### config.mk
export PLATFORM = sky130hd
export DESIGN_NAME = door_stepper_half_step_controller
export DESIGN_NICKNAME = d
export VERILOG_FILES = /design/src/hw/rtl/dsh_pkg.sv /design/src/hw/rtl/door_stepper_half_step_controller.sv /design/src/hw/rtl/dsh_motor.sv /design/src/hw/rtl/dsh_timer.sv
export SDC_FILE = /design/constraint.sdc
export NUM_CORES = 1
export LEC_CHECK = 0
export ABC_AREA = 1
export BUFFER_PORTS_ARGS = -buffer_cell sky130_fd_sc_hd__clkbuf_2
export CORE_ASPECT_RATIO = 1.5
export CORE_MARGIN = 2
export CORE_UTILIZATION = 63
export DETAILED_ROUTE_END_ITERATION = 10
export GPL_ROUTABILITY_DRIVEN = 0
export GPL_TIMING_DRIVEN = 0
export PLACE_DENSITY = 0.85
export SLEW_MARGIN = 20
export SYNTH_ARGS = -nofsm -noshare
export SYNTH_HDL_FRONTEND = slang
export SYNTH_SLANG_ARGS = --single-unit
### constraint.sdc
create_clock -name clk -period 7.1 [get_ports clk]
set_input_delay 1.42 -clock clk [delete_from_list [all_inputs] [get_ports clk]]
set_output_delay 1.42 -clock clk [all_outputs]
set_load 0.01 [all_outputs]
### src/hw/rtl/dsh_pkg.sv
// Shared types, register codes and the half-step phase table of the door stepper controller.
package dsh_pkg;

	localparam int unsigned CfgIdxW  = 3;
	localparam int unsigned CfgDataW = 16;

	// Register indexes of the configuration port.
	localparam logic [CfgIdxW-1:0] REG_TRAVEL_STEPS  = 3'd0;
	localparam logic [CfgIdxW-1:0] REG_STEP_PERIOD   = 3'd1;
	localparam logic [CfgIdxW-1:0] REG_CTRL_PERIOD   = 3'd2;
	localparam logic [CfgIdxW-1:0] REG_HOUR_PERIODS  = 3'd3;
	localparam logic [CfgIdxW-1:0] REG_FORCE_HOURS   = 3'd4;
	localparam logic [CfgIdxW-1:0] REG_FORCE_HOLD    = 3'd5;

	// Register values after reset.
	localparam logic [15:0] TRAVEL_STEPS_RST  = 16'd1000;
	localparam logic [7:0]  STEP_PERIOD_RST   = 8'd3;
	localparam logic [7:0]  CTRL_PERIOD_RST   = 8'd100;
	localparam logic [15:0] HOUR_PERIODS_RST  = 16'd36000;
	localparam logic [7:0]  FORCE_HOURS_RST   = 8'd24;
	localparam logic [15:0] FORCE_HOLD_RST    = 16'd70;

	typedef struct packed {
		logic       open_write;
		logic       open_value;
		logic       ice_out;
		logic       delay_write;
		logic [7:0] delay_value;
		logic       force_write;
		logic       force_value;
	} dsh_in_t;

	typedef struct packed {
		logic [3:0]  coils;
		logic [15:0] position;
		logic        door_open;
		logic        opening_latched;
		logic        force_pending;
		logic        force_active;
	} dsh_out_t;

	typedef struct packed {
		logic [15:0] travel_steps;
		logic [7:0]  step_period_ticks;
		logic [7:0]  control_period_ticks;
		logic [15:0] hour_periods;
		logic [7:0]  forced_close_hours;
		logic [15:0] forced_close_hold;
	} dsh_cfg_t;

	// Motor side state: position, direction and coil drive.
	typedef struct packed {
		logic [15:0] position;
		logic        open_flag;
		logic        direction_latch;
		logic [3:0]  coils;
	} dsh_motor_t;

	// Slow control side state: close delay, idle timer and forced close.
	typedef struct packed {
		logic [7:0]  close_delay;
		logic [15:0] period_count;
		logic [7:0]  hour_count;
		logic        force_flag;
		logic [15:0] hold_count;
	} dsh_timer_t;

	// Eight-phase half-step drive pattern, indexed by position mod 8.
	function automatic logic [3:0] phase_coils(input logic [2:0] phase);
		logic [3:0] c;
		case (phase)
			3'd0: c = 4'h1;
			3'd1: c = 4'h9;
			3'd2: c = 4'h8;
			3'd3: c = 4'hC;
			3'd4: c = 4'h4;
			3'd5: c = 4'h6;
			3'd6: c = 4'h2;
			3'd7: c = 4'h3;
			default: c = 4'h0;
		endcase
		return c;
	endfunction

endpackage

### src/hw/rtl/door_stepper_half_step_controller.sv
// Top level of the door stepper half-step controller: registers, handshake and config port.
//
//  Channel  | Signals                         | Word
//  ---------+---------------------------------+------------------------------
//  in       | in_valid, in_stall, in_word     | one 1 ms tick with its writes
//  out      | out_valid, out_stall, out_word  | coils, position and status
//  cfg      | cfg_we, cfg_index, cfg_data     | one register write, no wait
//
// One word is taken every clock while in_stall is low. A word is held in the
// input register and is then worked on in a single pass of counters and
// compares, whose result lands in the output register. The state update of
// one tick is the whole work, so ticks follow each other at one per clock
// while out is not stalled. The output register holds a result while out is
// stalled; the input register keeps taking words until both registers are full.
// Reset clears the valid flags, tick dividers, motor and timer state and loads the register defaults; no clearing pass.
module door_stepper_half_step_controller import dsh_pkg::*; (
	input  logic                clk,
	input  logic                arst_n,
	input  logic                in_valid,
	output logic                in_stall,
	input  dsh_in_t             in_word,
	output logic                out_valid,
	input  logic                out_stall,
	output dsh_out_t            out_word,
	input  logic                cfg_we,
	input  logic [CfgIdxW-1:0]  cfg_index,
	input  logic [CfgDataW-1:0] cfg_data
);

	dsh_cfg_t   cfg_q;
	dsh_in_t    word_s1;
	logic       valid_s1;
	logic [7:0] step_tick_q;
	logic [7:0] ctrl_tick_q;
	dsh_motor_t motor_q;
	dsh_timer_t timer_q;
	dsh_out_t   result_q;
	logic       out_valid_q;

	logic       advance;
	logic       work;
	dsh_motor_t motor_cur;
	dsh_timer_t timer_cur;
	dsh_motor_t motor_nxt;
	dsh_timer_t timer_nxt;
	logic [7:0] step_tick_nxt;
	logic [7:0] ctrl_tick_nxt;
	logic       load_travel;
	logic [15:0] position_nxt;
	dsh_motor_t motor_upd;

	// The output register can take a new result when it is empty or drained.
	assign advance   = !out_valid_q || !out_stall;
	assign work      = valid_s1 && advance;
	assign in_stall  = valid_s1 && !advance;
	assign out_valid = out_valid_q;
	assign out_word  = result_q;

	// The writes carried in the tick word come first.
	always_comb begin
		motor_cur = motor_q;
		timer_cur = timer_q;
		if (word_s1.open_write) begin
			motor_cur.open_flag = word_s1.open_value;
		end
		if (word_s1.delay_write) begin
			timer_cur.close_delay = word_s1.delay_value;
		end
		if (word_s1.force_write) begin
			timer_cur.force_flag = word_s1.force_value;
		end
	end

	dsh_motor u_motor (
		.cfg            (cfg_q),
		.step_tick      (step_tick_q),
		.cur            (motor_cur),
		.close_delay    (timer_cur.close_delay),
		.ice_out        (word_s1.ice_out),
		.step_tick_next (step_tick_nxt),
		.nxt            (motor_nxt)
	);

	dsh_timer u_timer (
		.cfg            (cfg_q),
		.ctrl_tick      (ctrl_tick_q),
		.cur            (timer_cur),
		.ice_out        (word_s1.ice_out),
		.ctrl_tick_next (ctrl_tick_nxt),
		.nxt            (timer_nxt),
		.load_travel    (load_travel)
	);

	// A forced close run overrides the position after the half step; the
	// coil drive keeps what the half step left.
	assign position_nxt = load_travel ? cfg_q.travel_steps : motor_nxt.position;

	always_comb begin
		motor_upd          = motor_nxt;
		motor_upd.position = position_nxt;
	end

	always_ff @(posedge clk or negedge arst_n) begin
		if (!arst_n) begin
			cfg_q.travel_steps         <= TRAVEL_STEPS_RST;
			cfg_q.step_period_ticks    <= STEP_PERIOD_RST;
			cfg_q.control_period_ticks <= CTRL_PERIOD_RST;
			cfg_q.hour_periods         <= HOUR_PERIODS_RST;
			cfg_q.forced_close_hours   <= FORCE_HOURS_RST;
			cfg_q.forced_close_hold    <= FORCE_HOLD_RST;
		end else if (cfg_we) begin
			case (cfg_index)
				REG_TRAVEL_STEPS: cfg_q.travel_steps         <= cfg_data;
				REG_STEP_PERIOD:  cfg_q.step_period_ticks    <= cfg_data[7:0];
				REG_CTRL_PERIOD:  cfg_q.control_period_ticks <= cfg_data[7:0];
				REG_HOUR_PERIODS: cfg_q.hour_periods         <= cfg_data;
				REG_FORCE_HOURS:  cfg_q.forced_close_hours   <= cfg_data[7:0];
				REG_FORCE_HOLD:   cfg_q.forced_close_hold    <= cfg_data;
				default: ;
			endcase
		end
	end

	always_ff @(posedge clk or negedge arst_n) begin
		if (!arst_n) begin
			valid_s1    <= 1'b0;
			out_valid_q <= 1'b0;
			step_tick_q <= '0;
			ctrl_tick_q <= '0;
			motor_q     <= '0;
			timer_q     <= '0;
		end else begin
			if (!in_stall) begin
				valid_s1 <= in_valid;
			end
			if (advance) begin
				out_valid_q <= valid_s1;
			end
			if (work) begin
				step_tick_q <= step_tick_nxt;
				ctrl_tick_q <= ctrl_tick_nxt;
				motor_q     <= motor_upd;
				timer_q     <= timer_nxt;
			end
		end
	end

	// Payload registers carry no reset.
	always_ff @(posedge clk) begin
		if (in_valid && !in_stall) begin
			word_s1 <= in_word;
		end
		if (work) begin
			result_q.coils           <= motor_nxt.coils;
			result_q.position        <= position_nxt;
			result_q.door_open       <= motor_nxt.open_flag;
			result_q.opening_latched <= motor_nxt.direction_latch;
			result_q.force_pending   <= timer_nxt.force_flag;
			result_q.force_active    <= (timer_nxt.hold_count != 16'd0);
		end
	end

endmodule

### src/hw/rtl/dsh_motor.sv
// Step tick divider and one half step of the door motor.
module dsh_motor import dsh_pkg::*; (
	input  dsh_cfg_t   cfg,
	input  logic [7:0] step_tick,
	input  dsh_motor_t cur,
	input  logic [7:0] close_delay,
	input  logic       ice_out,
	output logic [7:0] step_tick_next,
	output dsh_motor_t nxt
);

	logic [7:0]  tick_inc;
	logic        fire;
	logic [15:0] pos;

	always_comb begin
		tick_inc       = step_tick + 8'd1;
		fire           = (tick_inc >= cfg.step_period_ticks);
		step_tick_next = fire ? 8'd0 : tick_inc;
		nxt            = cur;
		pos            = cur.position;
		if (fire) begin
			if (cur.open_flag) begin
				nxt.direction_latch = 1'b1;
				if (cur.position < cfg.travel_steps) begin
					pos = cur.position + 16'd1;
				end else begin
					pos = cfg.travel_steps;
					if (!ice_out) begin
						nxt.open_flag = 1'b0;
					end
				end
			end else begin
				// A reversal restarts the close run from full travel.
				if (cur.direction_latch) begin
					pos = cfg.travel_steps;
				end
				nxt.direction_latch = 1'b0;
				if (pos != 16'd0 && close_delay == 8'd0) begin
					pos = pos - 16'd1;
				end
			end
			nxt.position = pos;
			if (pos == 16'd0 || pos == cfg.travel_steps) begin
				nxt.coils = 4'h0;
			end else begin
				nxt.coils = phase_coils(pos[2:0]);
			end
		end
	end

endmodule

### src/hw/rtl/dsh_timer.sv
// Control tick divider, close delay countdown and forced close idle timer.
module dsh_timer import dsh_pkg::*; (
	input  dsh_cfg_t   cfg,
	input  logic [7:0] ctrl_tick,
	input  dsh_timer_t cur,
	input  logic       ice_out,
	output logic [7:0] ctrl_tick_next,
	output dsh_timer_t nxt,
	output logic       load_travel
);

	logic [7:0]  tick_inc;
	logic        fire;
	logic [15:0] pc;
	logic [7:0]  hc;

	always_comb begin
		tick_inc       = (ctrl_tick < cfg.control_period_ticks) ? ctrl_tick + 8'd1 : ctrl_tick;
		fire           = (tick_inc >= cfg.control_period_ticks);
		ctrl_tick_next = fire ? 8'd0 : tick_inc;
		nxt            = cur;
		load_travel    = 1'b0;
		pc             = ice_out ? 16'd0 : cur.period_count;
		hc             = ice_out ? 8'd0 : cur.hour_count;
		if (fire) begin
			if (cur.close_delay != 8'd0) begin
				nxt.close_delay = cur.close_delay - 8'd1;
			end
			pc = pc + 16'd1;
			if (pc >= cfg.hour_periods) begin
				pc = 16'd0;
				hc = hc + 8'd1;
			end
			if (hc >= cfg.forced_close_hours) begin
				nxt.force_flag = 1'b1;
				hc             = 8'd0;
			end
			// A request pending at the start of this period starts the close run.
			if (cur.force_flag) begin
				nxt.force_flag = 1'b0;
				pc             = 16'd0;
				hc             = 8'd0;
				nxt.hold_count = cfg.forced_close_hold;
				load_travel    = 1'b1;
			end
			if (nxt.hold_count != 16'd0) begin
				nxt.hold_count = nxt.hold_count - 16'd1;
			end
			nxt.period_count = pc;
			nxt.hour_count   = hc;
		end
	end

endmodule

==> results.cfg <==
[timing]
tightest_slew_ns = 0.905
max_freq_ghz = 0.156
whs_ns = 0.485
hold_viol_final = 0
slew_violations = 0
tns_ns = 0
period_share_pct = 90.0
post-route-min-period_ns = 6.39
setup_slack_ns = 0.708
maxSlewHeadroom_pct = 39.1
worst_clock_skew_ns = 0.0115
setup_viol = 0
rsz0062_at_grt = no

[synthesis]
synth_area_sq_um = 13100
ys_warn_count = 0
synth-async-reset-ratio_pct = 80.9
synth_cell_type_count = 47
synth_ff_type = dfrtp_1
synth-edff-count = 38
yosysTopAreaCellShare_pct = 26.7
synthCells = 1778
synth_seq_cells = 199
syn_nets = 1887
ys_seq_area_share_pct = 39.6
avgSynthCellArea_sq_um = 7.38
synth_area_leader_cell = dfrtp_1
synth_most_common_cell = nand2_1
synth_area_leaders = dfrtp_1, nand2_1, edfxtp_1
synthTopCellsByCount = nand2_1, inv_1, o21ai_0, dfrtp_1, nand3_1

[placed_design]
post_dp_cell_area_sq_um = 13800
place_inst = 2107
post-place-ws_ns = 0.413
io_buffers = 63
dp_hpwl_mm = 28.0

[floorplanning]
core_area_sq_um = 20400
num_rows = 64
start_util_pct = 64.2
die_h_um = 181
dieArea_sq_um = 22000
die_x_um = 122
io_pins = 64

[global_route]
grt_antenna_before_repair = 0
grt_overflow = 0
grt_pass1_vias = 12500
grt_pass1_wl_mm = 60.8
grt_max_degree = 70
grt_use_total_pct = 35.6

[worst_setup_path]
crit_slowest_cell = edfxtp_1
worstPathRequired_ns = 7.46
worstSetupPathType = register to register
crit_path_end_kind = register
crit_path_start_kind = register
critPathMaxFanout = 10
crit_top_cell = nand3_1
crit_path_max_incr_delay_ns = 0.36
crit_arrival_ns = 6.75

[power]
intPower_mw = 3.23
pwr-share-clk_pct = 16.0
power.density_nw_per_um2 = 440
p_switching_mw = 3.14
comb_power_share_pct = 55.2
seq_power_share_pct = 28.8
swShare_pct = 49.2
ir_worst_vdd_v = 0.000228
p_leak_nw = 7.16
finalPower_mw = 6.37

[clock_tree]
cts-root-buf = clkbuf_16
cts_sinks = 199
clk_latency_ns = 0.45
cts_tree = done
post-cts-setup-buffers = 0
clock_path_buffers = 2
htreeDepth = 4
ctsHoldBuffers = 0
cts_buffers = 17
clk_pin_slew_ns = 0.08

[route]
drt_wl_total_mm = 37.6
avgViaCountPerCell = 5.87
ant_nets = 0
vias = 12500
drt-pass1-iter-count = 7
drtIter0Drc = 1214
wl_per_cell_um = 17.6
drc = 0

[finish]
final_util_pct = 70.9
fin_area_sq_um = 14500
antenna-diode-count = 0
area_growth_pct = 10.4
final_layout_size_suffix_gt1_share_pct = 11.3
fill_cells = 1682
layout.nets = 1971
fin_cells = 2139

[hold_path]
min_path_type = register to register

[job]
drv_cap = 0

[outcome]
status = complete, no violations
worst max-delay path, delay by kind of cell (launching register included):
family | cells | cell delay (ns)
compound gates | 9 | 1.46
xor+xnor | 2 | 0.58
fa+ha+maj | 3 | 0.79
buf+inv | 6 | 1.05
flops | 1 | 0.36
simple gates | 11 | 2.06
final timing paths:
| kind | startpoint | end | slack [ns] | cells past startpoint |
|---|---|---|---|---|
| setup / recovery | word_s1[11] | timer_cur[17] | 0.71 | 31 |
| hold / removal | valid_s1 | out_valid | 0.48 | 2 |
| setup reg to reg | word_s1[11] | timer_cur[17] | 0.71 | 31 |
| hold reg to reg | valid_s1 | out_valid | 0.48 | 2 |
| max in group asynchronous | arst_n | cfg_q[64] | 5.19 | 3 |
| min in group asynchronous | arst_n | cfg_q[17] | 0.91 | 1 |
metal layers:
layer	up-vias	global-route usage [%]	part of all wire [%]
met5	-	0	0
met1	5790	39.3	35
met4	0	26.6	8.6
met3	226	6.69	6.7
met2	613	59.9	49
li1	5918	-	-
power groups by stage:
stage	Combinational, mW	Sequential, mW	Clock [mW]
after floorplan	2.42	1.81	0
after global placement	3.23	1.83	0
after detailed placement	3.35	1.84	0
after CTS	3.38	1.82	1.02
after global routing	3.90	1.87	1.07
final	3.51	1.84	1.02
registers in the layout, summed over array words and instances (netlist names), 8 cells and up:
signal / flops
step_tick_q: 8
out_word: 24
motor_cur: 21
ctrl_tick_q: 8
timer_cur: 40
cfg_q: 72
word_s1: 14
timer_q: 9
cells by family after synthesis:
| kind of cell | share of synthesized area (%) |
|---|---|
| AND/OR/NAND/NOR | 27.5 |
| buffers and inverters | 9.42 |
| AO/OA/AOI/OAI | 12.2 |
| flip-flops | 39.6 |
| adder cells (fa/ha/maj) | 6.77 |
| XOR/XNOR | 4.27 |
| multiplexers | 0.153 |
cells in the final DEF (no fill, tap or decap), drive strengths merged:
cell | synthesis | layout
dfrtp | 140 | 140
a31oi | 1 | 1
nand2 | 544 | 544
ha | 71 | 71
and3 | 1 | 1
edfxtp | 38 | 38
o22ai | 34 | 34
bufinv | 0 | 1
a21oi | 44 | 44
mux2i | 2 | 2
nor3 | 19 | 19
inv | 243 | 251
clkinv | 3 | 8
a22o | 1 | 1
buf | 20 | 22
nand3 | 127 | 127
o32ai | 1 | 1
o31ai | 1 | 1
a21boi | 2 | 2
xor2 | 57 | 57
clkbuf | 37 | 118
o221ai | 1 | 1
o2111ai | 1 | 1
a211oi | 1 | 1
xnor2 | 7 | 7
or2 | 1 | 1
o21ai | 200 | 200
nor4 | 2 | 2
o211ai | 4 | 4
nand4 | 22 | 22
o21a | 7 | 7
nor2 | 122 | 122
dfstp | 21 | 21
nand3b | 3 | 3
layout make-up:
type                    count  area (sq um)  share of cell area [%]
flip-flops and latches    199          5200                    35.9
multi-input cells        1276          6710                    46.4
clock inverters            14           174                    1.20
plain buffers              57           305                    2.11
clock buffers              18           450                    3.11
repair buffers             65           379                    2.62
well taps                 264           330                    2.28
inverters                 246           931                    6.43
repair_timing:
action                     in CTS  in global routing
resized for setup               0                  9
setup endpoints to repair       0                 10
hold endpoints to repair        0                  0
Power figures use the tool's default switching activity.
